**src/rtl/acmc_pkg.sv**
```systemverilog
// Package for the auto charge mode controller.
// Sizes, codes, item/result/command structs and the BCD decode function.
// No dependencies.
package acmc_pkg;

  localparam int NUM_SCHEDULES = 10;
  localparam int DWELL_TICKS   = 10;

  localparam int IDX_W   = (NUM_SCHEDULES > 1) ? $clog2(NUM_SCHEDULES) : 1;
  localparam int DWELL_W = $clog2(DWELL_TICKS + 1);

  localparam int CFG_IDX_W  = 3;
  localparam int CFG_DATA_W = 16;

  localparam logic [CFG_IDX_W-1:0] CFG_EQUAL_SP   = 3'd0;
  localparam logic [CFG_IDX_W-1:0] CFG_FLOAT_SP   = 3'd1;
  localparam logic [CFG_IDX_W-1:0] CFG_MANUAL_SP  = 3'd2;
  localparam logic [CFG_IDX_W-1:0] CFG_MANUAL_OVR = 3'd3;
  localparam logic [CFG_IDX_W-1:0] CFG_CUT_CUR    = 3'd4;
  localparam logic [CFG_IDX_W-1:0] CFG_CUT_TIME   = 3'd5;

  localparam logic [1:0] PH_WAIT     = 2'd0;
  localparam logic [1:0] PH_EQUALIZE = 2'd1;
  localparam logic [1:0] PH_DONE     = 2'd2;

  localparam logic KIND_TICK = 1'b0;
  localparam logic KIND_LOAD = 1'b1;

  // 98% threshold: 100 * volt > 98 * setpoint
  localparam logic [6:0] VOLT_SCALE = 7'd100;
  localparam logic [6:0] EQ_PCT     = 7'd98;

  typedef struct packed {
    logic        kind;
    logic [3:0]  entry_index;
    logic [6:0]  year;
    logic [3:0]  month;
    logic [4:0]  day;
    logic [4:0]  hour;
    logic [5:0]  minute;
    logic [5:0]  second;
    logic        manual_select;
    logic [15:0] battery_current;
    logic [15:0] output_voltage;
    logic [15:0] elapsed_cut_time;
  } item_t;

  typedef struct packed {
    logic [1:0]  phase;
    logic        float_mode;
    logic        manual_active;
    logic [14:0] voltage_setpoint;
    logic        setpoint_applied;
    logic        restart_timers;
  } res_t;

  typedef struct packed {
    logic [6:0] year;
    logic [3:0] month;
    logic [4:0] day;
    logic [4:0] hour;
    logic [5:0] minute;
    logic [5:0] second;
  } entry_t;

  typedef struct packed {
    logic             capture;
    logic             scan_en;
    logic [IDX_W-1:0] scan_idx;
    logic             commit;
  } ctrl_cmd_t;

  // Nibbles above nine are taken at their binary value.
  function automatic logic [14:0] bcd_tenths(input logic [15:0] v);
    logic [14:0] d3, d2, d1, d0;
    d3 = 15'(v[15:12]) * 15'd1000;
    d2 = 15'(v[11:8]) * 15'd100;
    d1 = 15'(v[7:4]) * 15'd10;
    d0 = 15'(v[3:0]);
    return d3 + d2 + d1 + d0;
  endfunction

endpackage

```
**src/rtl/acmc_if.sv**
```systemverilog
// Channel interfaces for the auto charge mode controller.
// acmc_in_if carries input items, acmc_out_if carries results. No dependencies.
interface acmc_in_if;
  logic        valid;
  logic        ready;
  logic        kind;
  logic [3:0]  entry_index;
  logic [6:0]  year;
  logic [3:0]  month;
  logic [4:0]  day;
  logic [4:0]  hour;
  logic [5:0]  minute;
  logic [5:0]  second;
  logic        manual_select;
  logic [15:0] battery_current;
  logic [15:0] output_voltage;
  logic [15:0] elapsed_cut_time;

  modport source (output valid, kind, entry_index, year, month, day, hour, minute,
                  second, manual_select, battery_current, output_voltage,
                  elapsed_cut_time, input ready);
  modport sink (input valid, kind, entry_index, year, month, day, hour, minute,
                second, manual_select, battery_current, output_voltage,
                elapsed_cut_time, output ready);
endinterface

interface acmc_out_if;
  logic        valid;
  logic        ready;
  logic [1:0]  phase;
  logic        float_mode;
  logic        manual_active;
  logic [14:0] voltage_setpoint;
  logic        setpoint_applied;
  logic        restart_timers;

  modport source (output valid, phase, float_mode, manual_active, voltage_setpoint,
                  setpoint_applied, restart_timers, input ready);
  modport sink (input valid, phase, float_mode, manual_active, voltage_setpoint,
                setpoint_applied, restart_timers, output ready);
endinterface

```
**src/rtl/acmc_ctrl.sv**
```systemverilog
// Sequencer for the auto charge mode controller: accept, prep, table scan, commit.
// Drives handshakes and datapath commands. Depends on acmc_pkg.
module acmc_ctrl
  import acmc_pkg::*;
(
  input  logic      clk,
  input  logic      rst,
  input  logic      in_valid,
  output logic      in_ready,
  output logic      out_valid,
  input  logic      out_ready,
  output ctrl_cmd_t cmd
);

  localparam logic [1:0] ST_IDLE = 2'd0;
  localparam logic [1:0] ST_PREP = 2'd1;
  localparam logic [1:0] ST_SCAN = 2'd2;
  localparam logic [1:0] ST_DONE = 2'd3;

  localparam logic [IDX_W-1:0] LAST_IDX = IDX_W'(NUM_SCHEDULES - 1);

  logic [1:0]       state;
  logic [IDX_W-1:0] cnt;

  assign in_ready     = (state == ST_IDLE) && !rst;
  assign cmd.capture  = in_valid && in_ready;
  assign cmd.scan_en  = (state == ST_SCAN);
  assign cmd.scan_idx = cnt;
  assign cmd.commit   = (state == ST_DONE) && (!out_valid || out_ready);

  always_ff @(posedge clk) begin
    if (rst) begin
      state     <= ST_IDLE;
      cnt       <= '0;
      out_valid <= 1'b0;
    end else begin
      if (cmd.commit) begin
        out_valid <= 1'b1;
      end else if (out_ready) begin
        out_valid <= 1'b0;
      end
      case (state)
        ST_IDLE: begin
          if (cmd.capture) state <= ST_PREP;
        end
        ST_PREP: begin
          cnt   <= '0;
          state <= ST_SCAN;
        end
        ST_SCAN: begin
          if (cnt == LAST_IDX) begin
            state <= ST_DONE;
          end else begin
            cnt <= cnt + IDX_W'(1);
          end
        end
        ST_DONE: begin
          if (cmd.commit) state <= ST_IDLE;
        end
        default: state <= ST_IDLE;
      endcase
    end
  end

  a_capture_to_prep: assert property (@(posedge clk) disable iff (rst)
    cmd.capture |=> (state == ST_PREP && !in_ready))
    else $error("capture did not enter prep");

  a_scan_ends: assert property (@(posedge clk) disable iff (rst)
    (cmd.scan_en && cnt == LAST_IDX) |=> (state == ST_DONE))
    else $error("scan did not end at last entry");

  a_commit_result: assert property (@(posedge clk) disable iff (rst)
    cmd.commit |=> (out_valid && in_ready))
    else $error("commit did not present a result");

endmodule

```
**src/rtl/acmc_dp.sv**
```systemverilog
// Datapath for the auto charge mode controller: config registers, schedule table,
// match accumulator, threshold products, mode state and result register. Depends on acmc_pkg.
module acmc_dp
  import acmc_pkg::*;
(
  input  logic                  clk,
  input  logic                  rst,
  input  ctrl_cmd_t             cmd,
  input  item_t                 item,
  input  logic                  cfg_we,
  input  logic [CFG_IDX_W-1:0]  cfg_index,
  input  logic [CFG_DATA_W-1:0] cfg_data,
  output res_t                  res
);

  logic [15:0] eq_bcd, fl_bcd, cut_cur, cut_tm;
  logic [13:0] man_sp;
  logic        man_ovr;

  logic [14:0] eq_t, fl_t;
  logic [20:0] eq98;
  logic [22:0] volt100;

  item_t cap;
  logic  match_hit;

  entry_t                   tbl [NUM_SCHEDULES];
  logic [NUM_SCHEDULES-1:0] tvalid;

  logic [1:0]         phase;
  logic               float_r, manual_r;
  logic [14:0]        setpoint;
  logic [DWELL_W-1:0] dwell;

  logic [1:0]         phase_next;
  logic               float_next, manual_next;
  logic [14:0]        setpoint_next;
  logic [DWELL_W-1:0] dwell_next;
  logic               applied_next, restart_next;

  entry_t      ent, new_ent;
  logic        ent_hit;
  logic        is_auto, is_man, is_load, low_cur, timed_out;
  logic [1:0]  ph_eff;
  logic [31:0] idx_ext;

  always_ff @(posedge clk) begin
    if (rst) begin
      eq_bcd  <= '0;
      fl_bcd  <= '0;
      man_sp  <= '0;
      man_ovr <= 1'b0;
      cut_cur <= '0;
      cut_tm  <= '0;
    end else if (cfg_we) begin
      case (cfg_index)
        CFG_EQUAL_SP:   eq_bcd  <= cfg_data;
        CFG_FLOAT_SP:   fl_bcd  <= cfg_data;
        CFG_MANUAL_SP:  man_sp  <= cfg_data[13:0];
        CFG_MANUAL_OVR: man_ovr <= cfg_data[0];
        CFG_CUT_CUR:    cut_cur <= cfg_data;
        CFG_CUT_TIME:   cut_tm  <= cfg_data;
        default: ;
      endcase
    end
  end

  // decoded setpoints and threshold products, refreshed every cycle
  always_ff @(posedge clk) begin
    eq_t    <= bcd_tenths(eq_bcd);
    fl_t    <= bcd_tenths(fl_bcd);
    eq98    <= 21'(eq_t) * 21'(EQ_PCT);
    volt100 <= 23'(cap.output_voltage) * 23'(VOLT_SCALE);
  end

  always_ff @(posedge clk) begin
    if (cmd.capture) cap <= item;
  end

  assign ent = tbl[cmd.scan_idx];
  assign ent_hit = tvalid[cmd.scan_idx]
                 && (ent.year  == '0 || ent.year  == cap.year)
                 && (ent.month == '0 || ent.month == cap.month)
                 && (ent.day   == '0 || ent.day   == cap.day)
                 && ent.hour == cap.hour && ent.minute == cap.minute
                 && ent.second == cap.second;

  always_ff @(posedge clk) begin
    if (cmd.capture) begin
      match_hit <= 1'b0;
    end else if (cmd.scan_en && ent_hit) begin
      match_hit <= 1'b1;
    end
  end

  assign is_load   = (cap.kind == KIND_LOAD);
  assign is_auto   = (cap.kind == KIND_TICK) && !cap.manual_select;
  assign is_man    = (cap.kind == KIND_TICK) && cap.manual_select;
  assign idx_ext   = 32'(cap.entry_index);
  assign low_cur   = (cap.battery_current <= cut_cur) && (volt100 > 23'(eq98));
  assign timed_out = (cap.elapsed_cut_time >= cut_tm);

  assign new_ent.year   = cap.year;
  assign new_ent.month  = cap.month;
  assign new_ent.day    = cap.day;
  assign new_ent.hour   = cap.hour;
  assign new_ent.minute = cap.minute;
  assign new_ent.second = cap.second;

  always_ff @(posedge clk) begin
    if (cmd.commit && is_load && idx_ext < 32'(NUM_SCHEDULES)) begin
      tbl[idx_ext[IDX_W-1:0]] <= new_ent;
    end
  end

  always_ff @(posedge clk) begin
    if (rst) begin
      tvalid <= '0;
    end else if (cmd.commit && is_load && idx_ext < 32'(NUM_SCHEDULES)) begin
      tvalid[idx_ext[IDX_W-1:0]] <= 1'b1;
    end
  end

  always_comb begin
    restart_next  = is_auto && match_hit;
    ph_eff        = restart_next ? PH_WAIT : phase;
    phase_next    = phase;
    float_next    = float_r;
    manual_next   = manual_r;
    setpoint_next = setpoint;
    dwell_next    = dwell;
    applied_next  = 1'b0;
    if (is_auto) begin
      phase_next = ph_eff;
      case (ph_eff)
        PH_WAIT: begin
          phase_next    = PH_EQUALIZE;
          float_next    = 1'b0;
          manual_next   = 1'b0;
          setpoint_next = eq_t;
          applied_next  = 1'b1;
          dwell_next    = '0;
        end
        PH_EQUALIZE: begin
          if (dwell == DWELL_W'(DWELL_TICKS) && (low_cur || timed_out)) begin
            phase_next    = PH_DONE;
            float_next    = 1'b1;
            manual_next   = 1'b0;
            setpoint_next = fl_t;
            applied_next  = 1'b1;
          end else if (dwell != DWELL_W'(DWELL_TICKS)) begin
            dwell_next = dwell + DWELL_W'(1);
          end
        end
        default: dwell_next = '0;
      endcase
    end else if (is_man) begin
      dwell_next   = '0;
      manual_next  = 1'b1;
      applied_next = 1'b1;
      if (man_ovr) begin
        setpoint_next = {1'b0, man_sp};
      end else if (float_r) begin
        setpoint_next = fl_t;
      end else begin
        setpoint_next = eq_t;
      end
    end
  end

  always_ff @(posedge clk) begin
    if (rst) begin
      phase    <= PH_WAIT;
      float_r  <= 1'b0;
      manual_r <= 1'b0;
      setpoint <= '0;
      dwell    <= '0;
    end else if (cmd.commit) begin
      phase    <= phase_next;
      float_r  <= float_next;
      manual_r <= manual_next;
      setpoint <= setpoint_next;
      dwell    <= dwell_next;
    end
  end

  always_ff @(posedge clk) begin
    if (cmd.commit) begin
      res.phase            <= phase_next;
      res.float_mode       <= float_next;
      res.manual_active    <= manual_next;
      res.voltage_setpoint <= setpoint_next;
      res.setpoint_applied <= applied_next;
      res.restart_timers   <= restart_next;
    end
  end

  a_phase_legal: assert property (@(posedge clk) disable iff (rst)
    phase != 2'd3)
    else $error("phase register holds an unused code");

  a_restart_applies: assert property (@(posedge clk) disable iff (rst)
    (cmd.commit && restart_next) |=>
      (res.setpoint_applied && res.phase == PH_EQUALIZE && !res.float_mode))
    else $error("schedule match did not restart equalize");

  a_dwell_bound: assert property (@(posedge clk) disable iff (rst)
    cmd.commit |=> (dwell <= DWELL_W'(DWELL_TICKS)))
    else $error("dwell count past limit");

endmodule

```
**src/rtl/auto_charge_mode_controller.sv**
```systemverilog
// Top level of the auto charge mode controller.
// Ties acmc_ctrl and acmc_dp to the channel interfaces. Depends on acmc_pkg, acmc_if.
//
//   channel   dir  handshake        carries
//   item      in   valid/ready      tick or schedule load transaction
//   result    out  valid/ready      phase, mode, setpoint, pulses
//   cfg       in   cfg_we           register index and data, no read-back
//
// Each transaction is accepted in the idle state, then passes a prep state, a scan
// of every table entry through a single read port, and a commit state that loads
// the result register; only back in idle is the next transaction accepted.
// The result sits in an output register; the next transaction is accepted while
// it waits, and only the commit cycle stalls on a full output register.
// Reset (rst, synchronous) clears config, mode state and table valid bits.
module auto_charge_mode_controller
  import acmc_pkg::*;
(
  input  logic                  clk,
  input  logic                  rst,
  acmc_in_if.sink               item,
  acmc_out_if.source            result,
  input  logic                  cfg_we,
  input  logic [CFG_IDX_W-1:0]  cfg_index,
  input  logic [CFG_DATA_W-1:0] cfg_data
);

  ctrl_cmd_t cmd;
  item_t     item_d;
  res_t      res;

  assign item_d.kind             = item.kind;
  assign item_d.entry_index      = item.entry_index;
  assign item_d.year             = item.year;
  assign item_d.month            = item.month;
  assign item_d.day              = item.day;
  assign item_d.hour             = item.hour;
  assign item_d.minute           = item.minute;
  assign item_d.second           = item.second;
  assign item_d.manual_select    = item.manual_select;
  assign item_d.battery_current  = item.battery_current;
  assign item_d.output_voltage   = item.output_voltage;
  assign item_d.elapsed_cut_time = item.elapsed_cut_time;

  acmc_ctrl u_ctrl (
    .clk       (clk),
    .rst       (rst),
    .in_valid  (item.valid),
    .in_ready  (item.ready),
    .out_valid (result.valid),
    .out_ready (result.ready),
    .cmd       (cmd)
  );

  acmc_dp u_dp (
    .clk       (clk),
    .rst       (rst),
    .cmd       (cmd),
    .item      (item_d),
    .cfg_we    (cfg_we),
    .cfg_index (cfg_index),
    .cfg_data  (cfg_data),
    .res       (res)
  );

  assign result.phase            = res.phase;
  assign result.float_mode       = res.float_mode;
  assign result.manual_active    = res.manual_active;
  assign result.voltage_setpoint = res.voltage_setpoint;
  assign result.setpoint_applied = res.setpoint_applied;
  assign result.restart_timers   = res.restart_timers;

endmodule
```
**src/flat_wrapper.sv**
```systemverilog
// flat-port wrapper written by rule: the top's interface ports become plain ports
module auto_charge_mode_controller_flat import acmc_pkg::*;
  (clk, rst, cfg_we, cfg_index, cfg_data, item_valid, item_kind, item_entry_index, item_year, item_month, item_day, item_hour, item_minute, item_second, item_manual_select, item_battery_current, item_output_voltage, item_elapsed_cut_time, item_ready, result_valid, result_phase, result_float_mode, result_manual_active, result_voltage_setpoint, result_setpoint_applied, result_restart_timers, result_ready);
  acmc_in_if item_i ();
  acmc_out_if result_i ();
  input  logic clk;
  input  logic rst;
  input  logic cfg_we;
  input  logic [CFG_IDX_W-1:0] cfg_index;
  input  logic [CFG_DATA_W-1:0] cfg_data;
  input wire logic [$bits(item_i.valid)-1:0] item_valid;
  input wire logic [$bits(item_i.kind)-1:0] item_kind;
  input wire logic [$bits(item_i.entry_index)-1:0] item_entry_index;
  input wire logic [$bits(item_i.year)-1:0] item_year;
  input wire logic [$bits(item_i.month)-1:0] item_month;
  input wire logic [$bits(item_i.day)-1:0] item_day;
  input wire logic [$bits(item_i.hour)-1:0] item_hour;
  input wire logic [$bits(item_i.minute)-1:0] item_minute;
  input wire logic [$bits(item_i.second)-1:0] item_second;
  input wire logic [$bits(item_i.manual_select)-1:0] item_manual_select;
  input wire logic [$bits(item_i.battery_current)-1:0] item_battery_current;
  input wire logic [$bits(item_i.output_voltage)-1:0] item_output_voltage;
  input wire logic [$bits(item_i.elapsed_cut_time)-1:0] item_elapsed_cut_time;
  output wire logic [$bits(item_i.ready)-1:0] item_ready;
  output wire logic [$bits(result_i.valid)-1:0] result_valid;
  output wire logic [$bits(result_i.phase)-1:0] result_phase;
  output wire logic [$bits(result_i.float_mode)-1:0] result_float_mode;
  output wire logic [$bits(result_i.manual_active)-1:0] result_manual_active;
  output wire logic [$bits(result_i.voltage_setpoint)-1:0] result_voltage_setpoint;
  output wire logic [$bits(result_i.setpoint_applied)-1:0] result_setpoint_applied;
  output wire logic [$bits(result_i.restart_timers)-1:0] result_restart_timers;
  input wire logic [$bits(result_i.ready)-1:0] result_ready;
  assign item_i.valid = item_valid;
  assign item_i.kind = item_kind;
  assign item_i.entry_index = item_entry_index;
  assign item_i.year = item_year;
  assign item_i.month = item_month;
  assign item_i.day = item_day;
  assign item_i.hour = item_hour;
  assign item_i.minute = item_minute;
  assign item_i.second = item_second;
  assign item_i.manual_select = item_manual_select;
  assign item_i.battery_current = item_battery_current;
  assign item_i.output_voltage = item_output_voltage;
  assign item_i.elapsed_cut_time = item_elapsed_cut_time;
  assign item_ready = item_i.ready;
  assign result_valid = result_i.valid;
  assign result_phase = result_i.phase;
  assign result_float_mode = result_i.float_mode;
  assign result_manual_active = result_i.manual_active;
  assign result_voltage_setpoint = result_i.voltage_setpoint;
  assign result_setpoint_applied = result_i.setpoint_applied;
  assign result_restart_timers = result_i.restart_timers;
  assign result_i.ready = result_ready;
  auto_charge_mode_controller u_core (.clk(clk), .rst(rst), .item(item_i), .result(result_i), .cfg_we(cfg_we), .cfg_index(cfg_index), .cfg_data(cfg_data));
endmodule
```
**config.mk**
```make
export PLATFORM = sky130hd
export DESIGN_NAME = auto_charge_mode_controller_flat
export DESIGN_NICKNAME = d
export VERILOG_FILES = /design/src/rtl/acmc_pkg.sv /design/src/rtl/acmc_if.sv /design/src/rtl/acmc_ctrl.sv /design/src/rtl/acmc_dp.sv /design/src/rtl/auto_charge_mode_controller.sv /design/src/flat_wrapper.sv
export SDC_FILE = /design/constraint.sdc
export NUM_CORES = 1
export LEC_CHECK = 0
export BUFFER_PORTS_ARGS = -buffer_cell sky130_fd_sc_hd__clkbuf_2
export CAP_MARGIN = 20
export CORE_MARGIN = 2
export CORE_UTILIZATION = 35
export DETAILED_ROUTE_END_ITERATION = 10
export GPL_TIMING_DRIVEN = 0
export PLACE_DENSITY_LB_ADDON = 0.15
export SETUP_SLACK_MARGIN = 0.4
export SYNTH_ARGS = -nofsm -noshare
export SYNTH_HDL_FRONTEND = slang
export SYNTH_SLANG_ARGS = --single-unit
```
**constraint.sdc**
```tcl
create_clock -name clk -period 5.4 [get_ports clk]
set_clock_uncertainty 0.05 [all_clocks]
set_input_delay 0.27 -clock clk [delete_from_list [all_inputs] [get_ports clk]]
set_output_delay 0.27 -clock clk [all_outputs]
set_load 0.1 [all_outputs]
```
Word level (Yosys, flattened, before mapping)
Memory sizes are Yosys's and may differ from the RTL's. A register that Yosys moved wholly into a read port is not among the register bits. Cells that the tools add are included.

Register bits after elaboration: 299. Bits in latches: 0. RAM bits: 330. Memory bits (read-only): 0. Input bits: 111. Output and inout bits: 23. Memories: 1.

Memory list: u_core.u_dp.tbl (words 10, bits a word 33, rd ports 1, clocked after memory_dff 1, write ports 1, line acmc_dp.sv:27) `entry_t tbl [NUM_SCHEDULES];`.

Add/subtract/negate cells: 8. $mul: 8. Divide/modulo/power cells: 0. $lt $le $gt $ge: 7. Equal/unequal tests: 24. Shifts and indexed selects: 0. Mux-type cells: 42. Bitwise logic cells: 2. Reductions and logical operators: 44.

Operator list (number): 2-to-1 mux 15 bit (5); 2-to-1 mux 4 bit (8); adder 14 x 11 -> 15 bit (2); adder 15 x 4 -> 15 bit (2); adder 15 x 8 -> 15 bit (2); one-hot mux 15 bit (2 select lines) (1); > comparator 23 x 21 -> 1 bit (1); multiplier 4 x 7 -> 11 bit, second input constant (2); multiplier 16 x 5 -> 21 bit, second input constant (1); multiplier 15 x 6 -> 20 bit, second input constant (1); logical AND 1 bit (18); multiplier 4 x 5 -> 9 bit, second input constant (2); >= comparator 16 bit (1); less-or-equal comparator 16 bit (1); multiplier 4 x 3 -> 7 bit, second input constant (2); 2-to-1 mux 1 bit (14); AND reduction 2 bit (7); equality test 6 bit (2); 2-to-1 mux 2 bit (6); equality test 5 bit (2); less-than comparator 4 x 5 -> 1 bit, second input constant (2); bitwise OR 10 bit (1); adder 4 x 1 -> 4 bit, second input constant (2); equality test 4 bit, second input constant (2); 30 further kinds (48).

Depth between registers and ports, before layout
Depth in word-level cells: 9. Gate-level depth with buffers: 17. Depth with buffers taken out: 17.

By module
Synthesis repeated with hierarchy kept, for this count alone.

Cell total of the unflattened synthesis: 2506. Area, all modules: 31441.4 µm².

By module, submodules not included: acmc_dp (instances 1, cells an instance 2456, area each 30977.2 µm²); acmc_ctrl (instances 1, cells an instance 50, area each 464.2 µm²).

Worst setup path after synthesis
Ideal clock, no wire load.

Path type: register to register. Start: register u_core.u_ctrl.out_valid. End: memory u_core.u_dp.tbl[3][0] in the netlist's numbering, enable pin. Arrival time: 4.473 ns. Data required time: 4.841 ns. Setup slack: 0.367 ns. Stages on the path, launching flop included: 6. Buffers on the path: 0. Clock period less this slack: 5.033 ns. Path through: dfxtp_1 nand2b_1 nand2_1 inv_1 nand3_1 nor4_1.

Word-level cells in the longest chain between the ends: 7.

RTL lines: start: declaration (line acmc_ctrl.sv:10) `output logic out_valid,`; start signal: assignment (line acmc_ctrl.sv:35) `out_valid <= 1'b0;`; start signal: assignment (line acmc_ctrl.sv:38) `out_valid <= 1'b1;`; start signal: assignment (line acmc_ctrl.sv:40) `out_valid <= 1'b0;`; zero test 1 bit (line acmc_ctrl.sv:29) `assign cmd.commit = (state == ST_DONE) && (!out_valid || out_ready);`; logical OR 1 bit (line acmc_ctrl.sv:29); logical AND 1 bit (line acmc_ctrl.sv:29); logical AND 1 bit (2 in series) (line acmc_dp.sv:111) `if (cmd.commit && is_load && idx_ext < 32'(NUM_SCHEDULES)) begin`; 2-to-1 mux 1 bit (line acmc_dp.sv:111); 2-to-1 mux 1 bit (not written as such) (line acmc_dp.sv:112) `tbl[idx_ext[IDX_W-1:0]] <= new_ent;`; end: declaration (line acmc_dp.sv:27).

Every way passes these cells.

Worst setup path after layout
Start: register u_core.u_dp.eq_bcd[14]. End: register u_core.u_dp.eq_t[13].

Word-level cells in the longest chain between the ends: 4.

RTL lines: start: declaration (line acmc_dp.sv:16) `logic [15:0] eq_bcd, fl_bcd, cut_cur, cut_tm;`; start signal: assignment (line acmc_dp.sv:57) `CFG_EQUAL_SP: eq_bcd <= cfg_data;`; multiplier 4 x 7 -> 11 bit (line acmc_pkg.sv:76) `d3 = 15'(v[15:12]) * 15'd1000;`; adder 14 x 11 -> 15 bit (line acmc_pkg.sv:80) `return d3 + d2 + d1 + d0;`; adder 15 x 8 -> 15 bit (line acmc_pkg.sv:80); adder 15 x 4 -> 15 bit (line acmc_pkg.sv:80); end signal: assignment (line acmc_dp.sv:70) `eq_t <= bcd_tenths(eq_bcd);`; end: declaration (line acmc_dp.sv:20) `logic [14:0] eq_t, fl_t;`.

Every way passes these cells. A chain may end at the register's enable or synchronous reset.

==> results.toml <==
[outcome]
status = "complete, no violations"

[setup_path]
endpoint_kind = "register"
worst-path-buf-inv = 2
slowest_stage = "dfxtp_1"
critPathRequiredTime_ns = 5.86
startpoint_type = "register"
r2r_setup_slack_ns = 0.91
cpLargestDelayFamily = "adder cells"
critPathArrivalTime_ns = 4.95
worst-path-max-fanout = 7
crit_chain = "ha_1, fa_1, inv_1, fa_1, inv_1, fa_1, ha_1, ha_1, a21boi_0, o21ai_0, nand2b_1, a21o_1, a21o_1, a31oi_1, xnor2_1"
critical-path-max-stage-delay_ns = 0.55
path_class = "register to register"

[place]
placed_area_sq_um = 33600
gp_congestion = 0.833
portBuffers = 132
hpwl_um = 56400

[route]
wl_per_cell_um = 19.4
drtAntennaViolNets = 0
num_vias = 19800
route.detailed.drc = 0
wirelength_um = 78400
drt_pass1_iterations = 6
routed_via_density = 4.90
dr.first_iter.drc_count = 1217

[clocking]
cts_root_buf = "clkbuf_16"
clock_latency_ns = 0.64
ctsResizeCount = 0
cts_tree = "yes"
path_clk_slew_ns = 0.06
cts_max_path_buffers = 3
cts.htree.levels = 3
cts_buffers = 75
cts_sinks = 633

[global_routing]
grt_overflow = 0
first_global_vias = 20600
grt_usage_pct = 17.4
grt_max_degree = 60
antenna_found_initial = 2
grt_pass1_wl_um = 120000

[power_and_ir_drop]
combinationalPowerShare_pct = 18.3
power_leakage_nw = 14.6
internal_power_mw = 9.69
powerDensity_nw_per_um2 = 361
power.total_mw = 13.4
switching_share_pct = 27.7
ir_drop_v = 0.000242
seqPwrFrac_pct = 43.0
pwr-share-clk_pct = 38.7
p_switching_mw = 3.72

[timing]
rsz0062_at_grt = "no"
finalHoldViolations = 0
worst_pin_slew_ns = 0.957
hold_slack_ns = 0.0134
slew_headroom_pct = 35.8
period_needed_ns = 4.49
period_share_pct = 83.2
drv_slew = 0
finalSetupViolCount = 0
fmaxAchievable_ghz = 0.223
finalSetupTns_ns = 0

[synthesis]
synth_area_sq_um = 30900
ys_top_cells_by_area = "edfxtp_1, dfxtp_1, ha_1"
synth.distinct_cells = 70
synth_cells = 2459
asyncSetResetFlopFracSynth_pct = 0
yosysSeqAreaShare_pct = 55.2
synth_seq_cells = 633
yosysTopAreaCell = "edfxtp_1"
synthTopCellsByCount = "edfxtp_1, ha_1, inv_1, nand2_1, dfxtp_1"
synthFlopType = "edfxtp_1"
yosysWarnings = 0
synth_nets = 2887
synth_top_area_share_pct = 42.5
synth_edf_count = 438
syn_avg_cell_area_sq_um = 12.6
yosysMostFrequentCell = "edfxtp_1"

[floorplan]
placementRows = 109
design.die.area_sq_um = 90700
die_x_um = 301
io_pins = 134
core_area_sq_um = 88000
start_util_pct = 35.2
die_h_um = 301

[finish]
nets = 3241
nFillCells = 8156
fin_area_sq_um = 37200
fin_util_pct = 42.3
final_layout_size_suffix_gt1_share_pct = 14.0
antenna_cells = 0
area_growth_pct = 20.2

[job]
maxCapViolCount = 0

[hold_path]
hold_path.class = "input pin to register"
per-layer routing:
layer / GRT usage [%] / wire, um / vias up
met2: 29.4 / 37700 / 459
met4: 6.21 / 2510 / 0
met3: 2.44 / 3350 / 124
met5: 0 / 0 / -
li1: - / - / 9508
met1: 22.8 / 34800 / 9715
cells by family after synthesis:
| group | synth area share, % |
|---|---|
| simple gates | 7.14 |
| xor+xnor | 3.63 |
| buf+inv | 4.50 |
| mux | 7.18 |
| flops | 55.2 |
| fa+ha+maj | 14.2 |
| compound gates | 8.25 |
timing repair:
item,4_1_cts,5_1_grt
endpoints found under the setup margin,0,0
endpoints found under the hold margin,126,0
setup buffers,0,0
hold buffers,104,0
worst register-to-register path, cell delays in order (launching register included):
cell      delay (ns)
dfxtp_1         0.55
ha_1            0.33
fa_1            0.54
inv_1           0.07
fa_1            0.53
inv_1           0.05
fa_1            0.48
ha_1            0.31
ha_1            0.33
a21boi_0        0.15
o21ai_0         0.16
nand2b_1        0.10
a21o_1          0.19
a21o_1          0.20
a31oi_1         0.21
xnor2_1         0.16
worst paths after layout:
kind                                 end              startpoint  cells after the start
setup / recovery    u_core.u_dp.eq_t[13]  u_core.u_dp.eq_bcd[14]                     15
hold / removal    u_core.u_dp.fl_bcd[10]            cfg_data[10]                      3
setup reg to reg    u_core.u_dp.eq_t[13]  u_core.u_dp.eq_bcd[14]                     15
hold reg to reg      u_core.u_dp.fl_t[0]   u_core.u_dp.fl_bcd[0]                      0
state kept, by name, indices dropped and copies added (netlist names), 14 cells and up, named ones only:
register and cells:
u_core.u_dp.eq98 20, u_core.u_dp.res 21, u_core.u_dp.cut_tm 16, u_core.u_dp.volt100 21, u_core.u_dp.man_sp 14, u_core.u_dp.tbl 330, u_core.u_dp.fl_bcd 16, u_core.u_dp.setpoint 15
u_core.u_dp.cap 86, u_core.u_dp.eq_t 15, u_core.u_dp.eq_bcd 16, u_core.u_dp.cut_cur 16, u_core.u_dp.fl_t 15
stage by stage:
| stage | instances | worst slack (ns) |
|---|---|---|
| 6_report | 4040 | 0.907 |
| 5_1_grt | 4040 | 0.696 |
| 4_1_cts | 4040 | 0.891 |
| 3_5_place_dp | 3797 | 0.938 |
| 3_3_place_gp | 3756 | -3.96 |
| 2_1_floorplan | 2459 | 0.367 |
final cells by class:
class	count	area, sq um	share of cell area, %
plain buffers	77	402	1.08
clock buffers	95	2040	5.50
clock inverters	44	524	1.41
inverters	264	993	2.67
multi-input cells	1485	12500	33.7
flip-flops and latches	633	17100	45.9
well taps	1165	1460	3.92
repair buffers	277	2160	5.81
layout by cell type (no fill, tap or decap), types with 9 or more instances in the layout:
cell and count:
a211oi_1 13, a21o_1 42, a21oi_1 166, a22o_1 16, a22oi_1 16, a31oi_1 13, buf_2 12, buf_4 17
buf_6 25, clkbuf_1 64, clkbuf_16 77, clkbuf_2 133, clkinv_2 14, dfxtp_1 195, dlygate4sd3_1 104, edfxtp_1 438
fa_1 55, ha_1 262, inv_1 261, mux2i_1 74, mux4_2 56, nand2_1 248, nand2b_1 13, nand3_1 28
nand4_1 14, nor2_1 81, nor2b_1 17, nor3_1 24, nor4_1 9, o21ai_0 75, o21bai_1 9, xnor2_1 72
xor2_1 56
power by group through the flow:
stage | clock, mW | combinational, mW | sequential, mW
finish | 5.19 | 2.45 | 5.76
global route | 5.52 | 2.77 | 5.80
CTS | 5.34 | 2.50 | 5.77
detailed placement | 0 | 2.41 | 5.87
global placement | 0 | 2.38 | 5.88
floorplan | 0 | 1.75 | 5.84
(Power assumes the default switching activity.)
